$ cat src/rtl/assert_macros.svh
// ----------------------------------------------------------------------------
// Assertion macros
// Shared concurrent assertion helpers. Each use expects clk and rst in scope.
// ----------------------------------------------------------------------------
`ifndef ASSERT_MACROS_SVH
`define ASSERT_MACROS_SVH

`ifndef ASSERT_OFF
`define ASSERT_ALWAYS(lbl, cond) \
  lbl: assert property (@(posedge clk) disable iff (rst) (cond)) \
    else $error("assertion failed");
`define ASSERT_IMPLIES(lbl, ante, cons) \
  lbl: assert property (@(posedge clk) disable iff (rst) (ante) |-> (cons)) \
    else $error("assertion failed");
`define ASSERT_NEXT(lbl, ante, cons) \
  lbl: assert property (@(posedge clk) disable iff (rst) (ante) |=> (cons)) \
    else $error("assertion failed");
`else
`define ASSERT_ALWAYS(lbl, cond)
`define ASSERT_IMPLIES(lbl, ante, cons)
`define ASSERT_NEXT(lbl, ante, cons)
`endif

`endif

$ cat src/rtl/cbd_pkg.sv
// ----------------------------------------------------------------------------
// cbd_pkg
// Types and constants shared by the chord detector modules.
// ----------------------------------------------------------------------------
`default_nettype none

package cbd_pkg;

  localparam int TABLE_ENTRIES_DEF = 32;
  localparam int SOURCE_W          = 64;
  localparam int BUTTON_W          = 2;

  // Button patterns of interest.
  localparam logic [BUTTON_W-1:0] BUTTONS_NONE = 2'b00;
  localparam logic [BUTTON_W-1:0] CHORD_BOTH   = 2'b11;

  // One item as it leaves the input register, with its advance strobe.
  typedef struct packed {
    logic                fire;
    logic                has_sample;
    logic [SOURCE_W-1:0] source_id;
    logic [BUTTON_W-1:0] button_bits;
    logic                last_of_frame;
  } step_t;

  // Outcome of the table search for the current item.
  typedef struct packed {
    logic hit;
    logic hit_armed;
    logic full;
  } lookup_t;

endpackage

`default_nettype wire

$ cat src/rtl/cbd_in_if.sv
// ----------------------------------------------------------------------------
// cbd_in_if
// Sample channel: valid/ready handshake carrying one controller sample.
// ----------------------------------------------------------------------------
`default_nettype none

interface cbd_in_if;
  logic        valid;
  logic        ready;
  logic        has_sample;
  logic [63:0] source_id;
  logic [1:0]  button_bits;
  logic        last_of_frame;

  modport source (output valid, has_sample, source_id, button_bits, last_of_frame,
                  input ready);
  modport sink   (input valid, has_sample, source_id, button_bits, last_of_frame,
                  output ready);
endinterface

`default_nettype wire

$ cat src/rtl/cbd_out_if.sv
// ----------------------------------------------------------------------------
// cbd_out_if
// Result channel: valid/ready handshake carrying one per-frame result.
// ----------------------------------------------------------------------------
`default_nettype none

interface cbd_out_if;
  logic valid;
  logic ready;
  logic open_triggered;
  logic chord_consumed;
  logic source_overflow;

  modport source (output valid, open_triggered, chord_consumed, source_overflow,
                  input ready);
  modport sink   (input valid, open_triggered, chord_consumed, source_overflow,
                  output ready);
endinterface

`default_nettype wire

$ cat src/rtl/two_button_chord_detector.sv
// Result path: the last item of a frame passes the input register, then the
//   result register, before its result leaves on the output channel.
// Throughput: one sample transaction per cycle, unless a last-of-frame item waits
//   for the result register; the table search is a parallel key compare.
// Reset (rst, synchronous, active high) empties the table and clears all
//   frame flags, the consumed flag and both pipeline valids.
// ----------------------------------------------------------------------------
// two_button_chord_detector
// Detects a two-button chord on an armed controller source, one result per
// poll frame, with a per-source table that drops sources absent from a frame.
// ----------------------------------------------------------------------------
`default_nettype none

module two_button_chord_detector #(
  parameter int TABLE_ENTRIES = cbd_pkg::TABLE_ENTRIES_DEF
) (
  input  wire logic clk,
  input  wire logic rst,
  cbd_in_if.sink    samples,
  cbd_out_if.source results
);
  import cbd_pkg::*;

  // Input register. Each accepted transaction is held here until it advances;
  // meanwhile the table search and all flag updates are worked out, and they
  // are written back at the edge on which it advances.
  logic                in_vld;
  logic                in_has;
  logic [SOURCE_W-1:0] in_id;
  logic [BUTTON_W-1:0] in_btn;
  logic                in_last;

  step_t   step;
  lookup_t lookup;
  logic    out_free;
  logic    advance;

  // An item without last_of_frame gives no result and always advances. The
  // last item of a frame advances only when the result register can take it,
  // either because it is empty or because its transaction completes now.
  assign advance = in_vld && (!in_last || out_free);

  // The input register takes a new transaction whenever it is empty or its
  // current item advances in this cycle, so back-to-back items flow freely.
  assign samples.ready = !in_vld || advance;

  always_ff @(posedge clk) begin
    if (rst) begin
      in_vld <= 1'b0;
    end else if (samples.ready) begin
      in_vld <= samples.valid;
    end
  end

  always_ff @(posedge clk) begin
    if (samples.ready && samples.valid) begin
      in_has  <= samples.has_sample;
      in_id   <= samples.source_id;
      in_btn  <= samples.button_bits;
      in_last <= samples.last_of_frame;
    end
  end

  assign step.fire          = advance;
  assign step.has_sample    = in_has;
  assign step.source_id     = in_id;
  assign step.button_bits   = in_btn;
  assign step.last_of_frame = in_last;

  // Source table: keys, valid, armed and seen flags per entry.
  cbd_table #(
    .TABLE_ENTRIES(TABLE_ENTRIES)
  ) u_table (
    .clk    (clk),
    .rst    (rst),
    .step   (step),
    .lookup (lookup)
  );

  // Frame-level flags and the result register feeding the output channel.
  cbd_frame u_frame (
    .clk      (clk),
    .rst      (rst),
    .step     (step),
    .lookup   (lookup),
    .out_free (out_free),
    .results  (results)
  );

endmodule

`default_nettype wire

$ cat src/rtl/cbd_table.sv
// ----------------------------------------------------------------------------
// cbd_table
// Source table: per-entry key lanes with parallel compare and flag vectors.
// ----------------------------------------------------------------------------
`default_nettype none

`include "assert_macros.svh"

module cbd_table #(
  parameter int TABLE_ENTRIES = cbd_pkg::TABLE_ENTRIES_DEF
) (
  input  wire logic            clk,
  input  wire logic            rst,
  input  wire cbd_pkg::step_t  step,
  output cbd_pkg::lookup_t     lookup
);
  import cbd_pkg::*;

  logic [SOURCE_W-1:0]      keys [TABLE_ENTRIES];
  logic [TABLE_ENTRIES-1:0] valid, valid_next;
  logic [TABLE_ENTRIES-1:0] armed, armed_next;
  logic [TABLE_ENTRIES-1:0] seen, seen_next;

  logic [TABLE_ENTRIES-1:0] match, hit_oh, free_oh, set_mask;
  logic [TABLE_ENTRIES-1:0] valid_mid, armed_mid, seen_mid;
  logic                     upd;

  // Parallel key compare, only over valid entries.
  always_comb begin
    for (int i = 0; i < TABLE_ENTRIES; i++) begin
      match[i] = valid[i] && (keys[i] == step.source_id);
    end
  end

  // Lowest matching entry and lowest free entry.
  assign hit_oh  = match & (-match);
  assign free_oh = (~valid) & (-(~valid));

  assign lookup.hit       = |match;
  assign lookup.hit_armed = |(hit_oh & armed);
  assign lookup.full      = &valid;

  assign upd = step.fire && step.has_sample;

  always_comb begin
    set_mask = '0;
    if (upd) begin
      set_mask = lookup.hit ? hit_oh : free_oh;
    end
    valid_mid = valid | set_mask;
    seen_mid  = seen | set_mask;
    // A new entry is unarmed, so OR-ing covers both hit and new-slot cases.
    armed_mid = armed | ((step.button_bits == BUTTONS_NONE) ? set_mask : '0);

    valid_next = valid_mid;
    armed_next = armed_mid;
    seen_next  = seen_mid;
    if (step.fire && step.last_of_frame) begin
      valid_next = valid_mid & seen_mid;
      armed_next = armed_mid & seen_mid;
      seen_next  = '0;
    end
  end

  always_ff @(posedge clk) begin
    if (rst) begin
      valid <= '0;
      armed <= '0;
      seen  <= '0;
    end else begin
      valid <= valid_next;
      armed <= armed_next;
      seen  <= seen_next;
    end
  end

  always_ff @(posedge clk) begin
    for (int i = 0; i < TABLE_ENTRIES; i++) begin
      if (upd && !lookup.hit && free_oh[i]) begin
        keys[i] <= step.source_id;
      end
    end
  end

  `ASSERT_ALWAYS(a_hit_onehot, $onehot0(hit_oh))
  `ASSERT_ALWAYS(a_armed_valid, (armed & ~valid) == '0)
  `ASSERT_ALWAYS(a_seen_valid, (seen & ~valid) == '0)
  `ASSERT_NEXT(a_frame_clears_seen, step.fire && step.last_of_frame, seen == '0)

endmodule

`default_nettype wire

$ cat src/rtl/cbd_frame.sv
// ----------------------------------------------------------------------------
// cbd_frame
// Frame flags, consumed flag and the registered result stage.
// ----------------------------------------------------------------------------
`default_nettype none

`include "assert_macros.svh"

module cbd_frame (
  input  wire logic             clk,
  input  wire logic             rst,
  input  wire cbd_pkg::step_t   step,
  input  wire cbd_pkg::lookup_t lookup,
  output logic                  out_free,
  cbd_out_if.source             results
);
  import cbd_pkg::*;

  logic chord_used, chord_used_next;
  logic any_button, any_button_next;
  logic trigger, trigger_next;
  logic overflow, overflow_next;
  logic out_valid, out_valid_next;
  logic trig_now, ovf_now, any_f, trig_f, ovf_f, used_f, load;

  assign out_free = !out_valid || results.ready;
  assign load     = step.fire && step.last_of_frame;

  always_comb begin
    trig_now = step.has_sample && lookup.hit && lookup.hit_armed &&
               (step.button_bits == CHORD_BOTH) && !chord_used;
    ovf_now  = step.has_sample && !lookup.hit && lookup.full;
    any_f    = any_button || (step.has_sample && (step.button_bits != BUTTONS_NONE));
    trig_f   = trigger || trig_now;
    ovf_f    = overflow || ovf_now;
    used_f   = trig_f || (any_f && chord_used);

    any_button_next = any_button;
    trigger_next    = trigger;
    overflow_next   = overflow;
    chord_used_next = chord_used;
    if (step.fire) begin
      if (step.last_of_frame) begin
        any_button_next = 1'b0;
        trigger_next    = 1'b0;
        overflow_next   = 1'b0;
        chord_used_next = used_f;
      end else begin
        any_button_next = any_f;
        trigger_next    = trig_f;
        overflow_next   = ovf_f;
      end
    end

    out_valid_next = out_valid && !results.ready;
    if (load) begin
      out_valid_next = 1'b1;
    end
  end

  always_ff @(posedge clk) begin
    if (rst) begin
      chord_used <= 1'b0;
      any_button <= 1'b0;
      trigger    <= 1'b0;
      overflow   <= 1'b0;
      out_valid  <= 1'b0;
    end else begin
      chord_used <= chord_used_next;
      any_button <= any_button_next;
      trigger    <= trigger_next;
      overflow   <= overflow_next;
      out_valid  <= out_valid_next;
    end
  end

  always_ff @(posedge clk) begin
    if (load) begin
      results.open_triggered  <= trig_f;
      results.chord_consumed  <= used_f;
      results.source_overflow <= ovf_f;
    end
  end

  assign results.valid = out_valid;

  `ASSERT_IMPLIES(a_trigger_unused, trigger, !chord_used)
  `ASSERT_IMPLIES(a_load_has_room, load, out_free)
  `ASSERT_IMPLIES(a_fired_consumed, out_valid && results.open_triggered,
                  results.chord_consumed)

endmodule

`default_nettype wire
$ cat src/flat_wrapper.sv
// flat-port wrapper written by rule: the top's interface ports become plain ports
module two_button_chord_detector_flat import cbd_pkg::*;
#(
  parameter int TABLE_ENTRIES = cbd_pkg::TABLE_ENTRIES_DEF
)
  (clk, rst, samples_valid, samples_has_sample, samples_source_id, samples_button_bits, samples_last_of_frame, samples_ready, results_valid, results_open_triggered, results_chord_consumed, results_source_overflow, results_ready);
  cbd_in_if samples_i ();
  cbd_out_if results_i ();
  input  wire logic clk;
  input  wire logic rst;
  input wire logic [$bits(samples_i.valid)-1:0] samples_valid;
  input wire logic [$bits(samples_i.has_sample)-1:0] samples_has_sample;
  input wire logic [$bits(samples_i.source_id)-1:0] samples_source_id;
  input wire logic [$bits(samples_i.button_bits)-1:0] samples_button_bits;
  input wire logic [$bits(samples_i.last_of_frame)-1:0] samples_last_of_frame;
  output wire logic [$bits(samples_i.ready)-1:0] samples_ready;
  output wire logic [$bits(results_i.valid)-1:0] results_valid;
  output wire logic [$bits(results_i.open_triggered)-1:0] results_open_triggered;
  output wire logic [$bits(results_i.chord_consumed)-1:0] results_chord_consumed;
  output wire logic [$bits(results_i.source_overflow)-1:0] results_source_overflow;
  input wire logic [$bits(results_i.ready)-1:0] results_ready;
  assign samples_i.valid = samples_valid;
  assign samples_i.has_sample = samples_has_sample;
  assign samples_i.source_id = samples_source_id;
  assign samples_i.button_bits = samples_button_bits;
  assign samples_i.last_of_frame = samples_last_of_frame;
  assign samples_ready = samples_i.ready;
  assign results_valid = results_i.valid;
  assign results_open_triggered = results_i.open_triggered;
  assign results_chord_consumed = results_i.chord_consumed;
  assign results_source_overflow = results_i.source_overflow;
  assign results_i.ready = results_ready;
  two_button_chord_detector #(.TABLE_ENTRIES(TABLE_ENTRIES)) u_core (.clk(clk), .rst(rst), .samples(samples_i), .results(results_i));
endmodule
$ cat config.mk
export PLATFORM = sky130hd
export DESIGN_NAME = two_button_chord_detector_flat
export DESIGN_NICKNAME = d
export VERILOG_FILES = /design/src/rtl/cbd_pkg.sv /design/src/rtl/cbd_in_if.sv /design/src/rtl/cbd_out_if.sv /design/src/rtl/two_button_chord_detector.sv /design/src/rtl/cbd_table.sv /design/src/rtl/cbd_frame.sv /design/src/flat_wrapper.sv
export VERILOG_INCLUDE_DIRS = /design/src /design/src/rtl
export SDC_FILE = /design/constraint.sdc
export NUM_CORES = 2
export LEC_CHECK = 0
export BUFFER_PORTS_ARGS = -buffer_cell sky130_fd_sc_hd__buf_2
export CAP_MARGIN = 10
export CORE_MARGIN = 5
export CORE_UTILIZATION = 30
export CTS_CLUSTER_DIAMETER = 150
export DETAILED_ROUTE_END_ITERATION = 10
export PLACE_DENSITY = 0.49
export SLEW_MARGIN = 20
export SYNTH_ARGS = -nofsm -noshare
export SYNTH_HDL_FRONTEND = slang
export SYNTH_HIERARCHICAL = 1
export SYNTH_SLANG_ARGS = --single-unit
$ cat constraint.sdc
create_clock -name clk -period 11.6 [get_ports clk]
set_input_delay 1.16 -clock clk [delete_from_list [all_inputs] [get_ports clk]]
set_output_delay 1.16 -clock clk [all_outputs]
set_load 0.005 [all_outputs]
; ---- Yosys cells after proc, flatten, opt, wreduce, memory -nomap -nowiden
; Memories as Yosys holds them, arrays and structs flattened.
; Cells that the tools add are included.
[op_classes]
addsub = 2
n_mul = 0
div_mod_pow = 0
magnitude_cmp = 0
eq_ne = 33
n_shift = 0
n_mux = 166
bitwise = 9
n_reduce_logical = 129
[ops]
columns = op, n
row1 = 64-bit == test, 32
row2 = 64-bit 2-to-1 mux, 31
row3 = 64-bit OR reduction, 31
row4 = 32-bit AND, 5
row5 = 32-bit 2-to-1 mux, 5
row6 = 5-bit 2-to-1 mux, 31
row7 = 1-bit 2-to-1 mux, 99
row8 = 32-bit OR, 3
row9 = 1-bit logical AND, 78
row10 = 32-bit negator, 2
row11 = 32-bit OR reduction, 2
row12 = 32-bit NOT, 1
row13 = 32-bit AND reduction, 1
row14 = 1-bit logical OR, 7
row15 = 1-bit zero test, 6
row16 = "2-bit == test, second input constant", 1
row17 = 2-bit zero test, 1
row18 = 2-bit AND reduction, 1
row19 = 2-bit nonzero test, 1
row20 = 2-bit OR reduction, 1
[totals]
ff_bits = 173
latch_bits = 0
ram_bits = 2048
rom_bits = 0
input_bits = 72
out_inout_bits = 5
elab_cells = 356
mem_count = 1
[memory_table]
columns = memory, depth, width, rd, rd_clocked_by_memory_dff, write_ports, line_no
row1 = u_core.u_table.keys, 32, 64, 32, 0, 1, cbd_table.sv:19  ; logic [SOURCE_W-1:0] keys [TABLE_ENTRIES];

; ---- Depth between registers and ports, before layout
[logic_depth]
depth_word = 41
mapped_depth = 17
depth_no_buf = 13

; ---- By module
; Netlist, hierarchy kept.
[modules_own_cells]
columns = module, n_inst, cells_per_inst, area_per_inst_um2, seq_area_each_um2
row1 = cbd_table, 1, 6036, 91924.4, 63420.8
row2 = two_button_chord_detector, 1, 75, 2114.5, 2062.0
row3 = cbd_frame, 1, 29, 315.3, 190.2

; ---- Worst setup path before layout
; Ideal clock, no wire load.
[synth_path]
path_kind = in2reg
startpoint = input results_ready
endpoint = register u_core.u_table.armed[9]
setup_time_ps = 87
arrival_time_ps = 10250
required_time_ps = 11513
slack_ps = 1263
stages = 10
path_buffers = 1
cell_sequence = nand2b_1 inv_1 a21boi_0 nand2_1 nor4b_2 nand2_1 buf_2 nor4_1 o21ai_0 a21oi_1
[synth_between]
elab_chain_cells = 9
elab_cells_between_ends = 11
cone_classes = mux: 3 / bitwise: 3 / reduce/logical: 5
[synth_rtl]
columns = element, line_no
row1 = start: declaration, flat_wrapper.sv:21  ; input wire logic [$bits(results_i.ready)-1:0] results_ready;
row2 = 1-bit logical OR *, cbd_frame.sv:26  ; assign out_free = !out_valid || results.ready;
row3 = 1-bit logical OR *, two_button_chord_detector.sv:41  ; assign advance = in_vld && (!in_last || out_free);
row4 = 1-bit logical AND *, two_button_chord_detector.sv:41
row5 = named net u_core.advance, two_button_chord_detector.sv:36  ; logic advance;
row6 = 1-bit logical AND, cbd_table.sv:43  ; assign upd = step.fire && step.has_sample;
row7 = 32-bit 2-to-1 mux, cbd_table.sv:47  ; if (upd) begin
row8 = 32-bit 2-to-1 mux, cbd_table.sv:53  ; armed_mid = armed | ((step.button_bits == BUTTONS_NONE) ? set_mask : '0);
row9 = 32-bit OR, cbd_table.sv:53
row10 = 32-bit AND, cbd_table.sv:60  ; armed_next = armed_mid & seen_mid;
row11 = 32-bit 2-to-1 mux *, cbd_table.sv:58  ; if (step.fire && step.last_of_frame) begin
row12 = end signal: assignment, cbd_table.sv:72  ; armed <= armed_next;
row13 = end: declaration, cbd_table.sv:21  ; logic [TABLE_ENTRIES-1:0] armed, armed_next;
; Mark *: on every way through the listed nets, which the timed path passes. The rest lies on a longest branch.
; A chain may end at the register's enable or synchronous reset.

; ---- Final worst setup path
[layout_path]
startpoint = register u_core.in_id[39]
endpoint = memory u_core.u_table.keys[25][54] (netlist: u_core/u_table/keys[1][630]), enable pin
[layout_between]
elab_chain_cells = 40
elab_cells_between_ends = 256
cone_classes = eq/ne: 32 / mux: 126 / reduce/logical: 98
[layout_rtl]
columns = element, line_no
row1 = start: declaration, two_button_chord_detector.sv:29  ; logic [SOURCE_W-1:0] in_id;
row2 = start signal: assignment, two_button_chord_detector.sv:58  ; in_id <= samples.source_id;
row3 = 64-bit == test, cbd_table.sv:31  ; match[i] = valid[i] && (keys[i] == step.source_id);
row4 = 1-bit logical AND, cbd_table.sv:31
row5 = 32-bit OR reduction *, cbd_table.sv:39  ; assign lookup.hit = |match;
row6 = 1-bit zero test *, cbd_table.sv:79  ; if (upd && !lookup.hit && free_oh[i]) begin
row7 = 1-bit logical AND *, cbd_table.sv:79
row8 = 1-bit logical AND, cbd_table.sv:79
row9 = 1-bit 2-to-1 mux, cbd_table.sv:79
row10 = 1-bit 2-to-1 mux (not written as such), cbd_table.sv:80  ; keys[i] <= step.source_id;
row11 = 64-bit OR reduction (no source line), --
row12 = 5-bit 2-to-1 mux (no source line) / 1-bit 2-to-1 mux (equally long branches) (31 in a row), --
row13 = end: declaration, cbd_table.sv:19
; Every way passes the cells marked *; elsewhere a longest branch is shown, timed or not.

==> impl_metrics.tcl <==
set metrics [dict create \
    outcome "finished, final reports clean" \
    dr.pass1.iters 6 \
    async_flop_share_pct 0 \
    cts_num_sinks 2221 \
    post_route_cells_drive_above_1_share_pct 11.3 \
    avgSynthCellArea_um2 15.4 \
    wl_per_cell_um 31.9 \
    setup_viol 0 \
    synthFlopType "edfxtp_1" \
    syn_nets 6212 \
    vdd_drop_max_v 0.000168 \
    fin_skew_ns 0.0508 \
    p_sw_mw 4.10 \
    crit_path_end_kind "flip-flop" \
    overflow 0 \
    area_growth_pct 14.5 \
    grt_pass1_vias 54841 \
    synthTopCellsByArea "edfxtp_1, xnor2_1, xor2_1" \
    synth_edf_count 2119 \
    stdcell_area_mm2 0.108 \
    cts.repair.resized 0 \
    fin_setup_tns_ns 0 \
    synth.most_common_cell "edfxtp_1" \
    yosysUniqueCellTypes 94 \
    crit_type "reg2reg" \
    period_share_pct 57.9 \
    final_util_pct 34.4 \
    viasPerCell 5.24 \
    gp_congestion 0.974 \
    ios 77 \
    relSlewSlack_pct 14.1 \
    cts_tree "yes" \
    die_x_um 571 \
    start_kind "flip-flop" \
    power.share.switching_pct 23.6 \
    rsz0062_at_grt "false" \
    clkPwrFrac_pct 42.7 \
    cp.arrival_ns 7.20 \
    final_max_slew_viol_count 0 \
    hold_buffers 0 \
    drv_cap 0 \
    cp_data_required_time_ns 12.09 \
    p_per_area_mw_per_mm2 161 \
    r2r_slack_ns 4.89 \
    worstMarginPinSlew_ns 1.28 \
    timing.hold.ws_ns 0.432 \
    synth-seq-cells 2221 \
    antenna_found_initial 35 \
    p_leak_nw 33.2 \
    core_mm2 0.314 \
    grt_pass1_wl_mm 467 \
    power_frac_seq_pct 50.9 \
    ys_seq_area_share_pct 69.6 \
    clockBufferDepth 3 \
    post-route-min-period_ns 6.71 \
    clk_latency_ns 0.91 \
    die_area_mm2 0.326 \
    num_vias 56513 \
    yosys.area.top_type "edfxtp_1" \
    place_area_mm2 0.100 \
    hpwlAfterDp_mm 210 \
    finalWirelength_mm 344 \
    yosys_warnings 6 \
    layout.nets 6487 \
    grt_max_degree 69 \
    std_cell_rows 206 \
    final_antenna_net_count 0 \
    first_iter_violations 7098 \
    p_comb_share_pct 6.4 \
    cts.htree.levels 4 \
    numPortBuffers 76 \
    drc 0 \
    synthTopCellsByCount "edfxtp_1, xnor2_1, xor2_1" \
    cp_max_fo 64 \
    holdCritPathClass "in2reg" \
    p_int_mw 13.3 \
    track_usage_pct 20.5 \
    root_buffer "clkbuf_16" \
    yosysTopAreaCellShare_pct 67.4 \
    post_cts_buffers 0 \
    fp.dieH_um 571 \
    path_clk_slew_ns 0.06 \
    start_util_pct 30.0 \
    cts_made_buffers 233 \
    max_freq_mhz 149 \
    synth_area_mm2 0.0944 \
    final-hold-violation-count 0 \
    netlist_instances 6140 \
]
## cells by family after synthesis
family                 count (synthesis)  share of synthesized area [%]
XOR/XNOR                            1532                           14.2
AO/OA/AOI/OAI                        641                           5.31
AND/OR/NAND/NOR                     1291                           8.11
multiplexers                           3                         0.0332
flip-flops                          2221                           69.6
buffers and inverters                452                           2.73
## registers in the layout (all words and copies together), names as in the netlist, 2 cells and up
signal                cells
u_core/in_btn             2
u_core/u_table/seen      32
u_core/in_id             64
u_core/u_table/keys    2048
u_core/u_table/armed     32
u_core/u_table/valid     32
## power groups by stage
stage / registers, mW / logic (mW) / clock network, mW
after global routing: 8.82 / 1.14 / 7.86
after CTS: 8.82 / 1.11 / 7.56
after floorplan: 9.04 / 0.507 / 0
final: 8.83 / 1.11 / 7.42
after detailed placement: 9.00 / 1.11 / 0
after global placement: 9.00 / 1.11 / 0
## stage by stage
stage	setup WS (ns)	power (mW)	std cells
4_1_cts	5.07	17.5	10767
3_5_place_dp	5.10	10.1	10340
5_1_grt	4.83	17.8	10768
2_1_floorplan	1.26	9.54	6140
3_3_place_gp	4.85	10.1	10339
6_report	4.89	17.4	10784
## cell type report
type                    instances  area (um2)
fillers                     30073      206000
flip-flops and latches       2221       65700
multi-input cells            3467       26300
clock buffers                 291        6110
well taps                    4160        5200
repair buffers                323        2670
clock inverters               136        1340
inverters                     169         634
diodes                         17        42.5
## placed cells by master (no fill, tap or decap), drive strengths merged, types with 22 or more instances in the layout
cell | netlist | final
a2111oi | 32 | 32
o2111ai | 72 | 72
o22ai | 82 | 82
nand2 | 97 | 97
nand4 | 277 | 277
buf | 239 | 323
dfxtp | 102 | 102
xor2 | 596 | 596
nor4 | 263 | 263
a22o | 57 | 57
o21ai | 53 | 53
inv | 162 | 170
edfxtp | 2119 | 2119
nor3 | 72 | 72
o221ai | 34 | 34
a21oi | 70 | 70
o2bb2ai | 76 | 76
nor2 | 121 | 121
nand2b | 199 | 199
nand3 | 51 | 51
clkinv | 7 | 109
xnor2 | 936 | 936
o21a | 23 | 23
clkbuf | 44 | 291
nor2b | 96 | 96
or4 | 22 | 22
## worst max-delay path: stages (launching register included)
cell	delay, ns
edfxtp_1	0.79
buf_4	0.65
inv_2	0.45
o22ai_1	0.34
nor4_1	0.14
nand3_1	0.15
or4_1	0.44
nor4b_2	0.71
nand4_1	0.41
buf_4	0.45
or4_1	0.73
inv_2	0.16
buf_4	0.68
## path summary, 6_finish.rpt
kind / from / endpoint / cells after the start
worst min-delay path: samples_source_id[35] / u_core/in_id[35] / 1
worst max-delay path: u_core/in_id[39] / u_core/u_table/keys[1][630] / 12
worst min register to register: u_core/u_table/armed[27] / u_core/u_table/armed[27] / 1
worst max register to register: u_core/in_id[39] / u_core/u_table/keys[1][630] / 12
## layer usage
layer / track usage [%] / share of wire [%]
met1: 28.0 / 42
met2: 33.4 / 47
met3: 3.10 / 7.0
met4: 7.16 / 3.7
met5: 0 / 0
(Power assumes the default switching activity.)
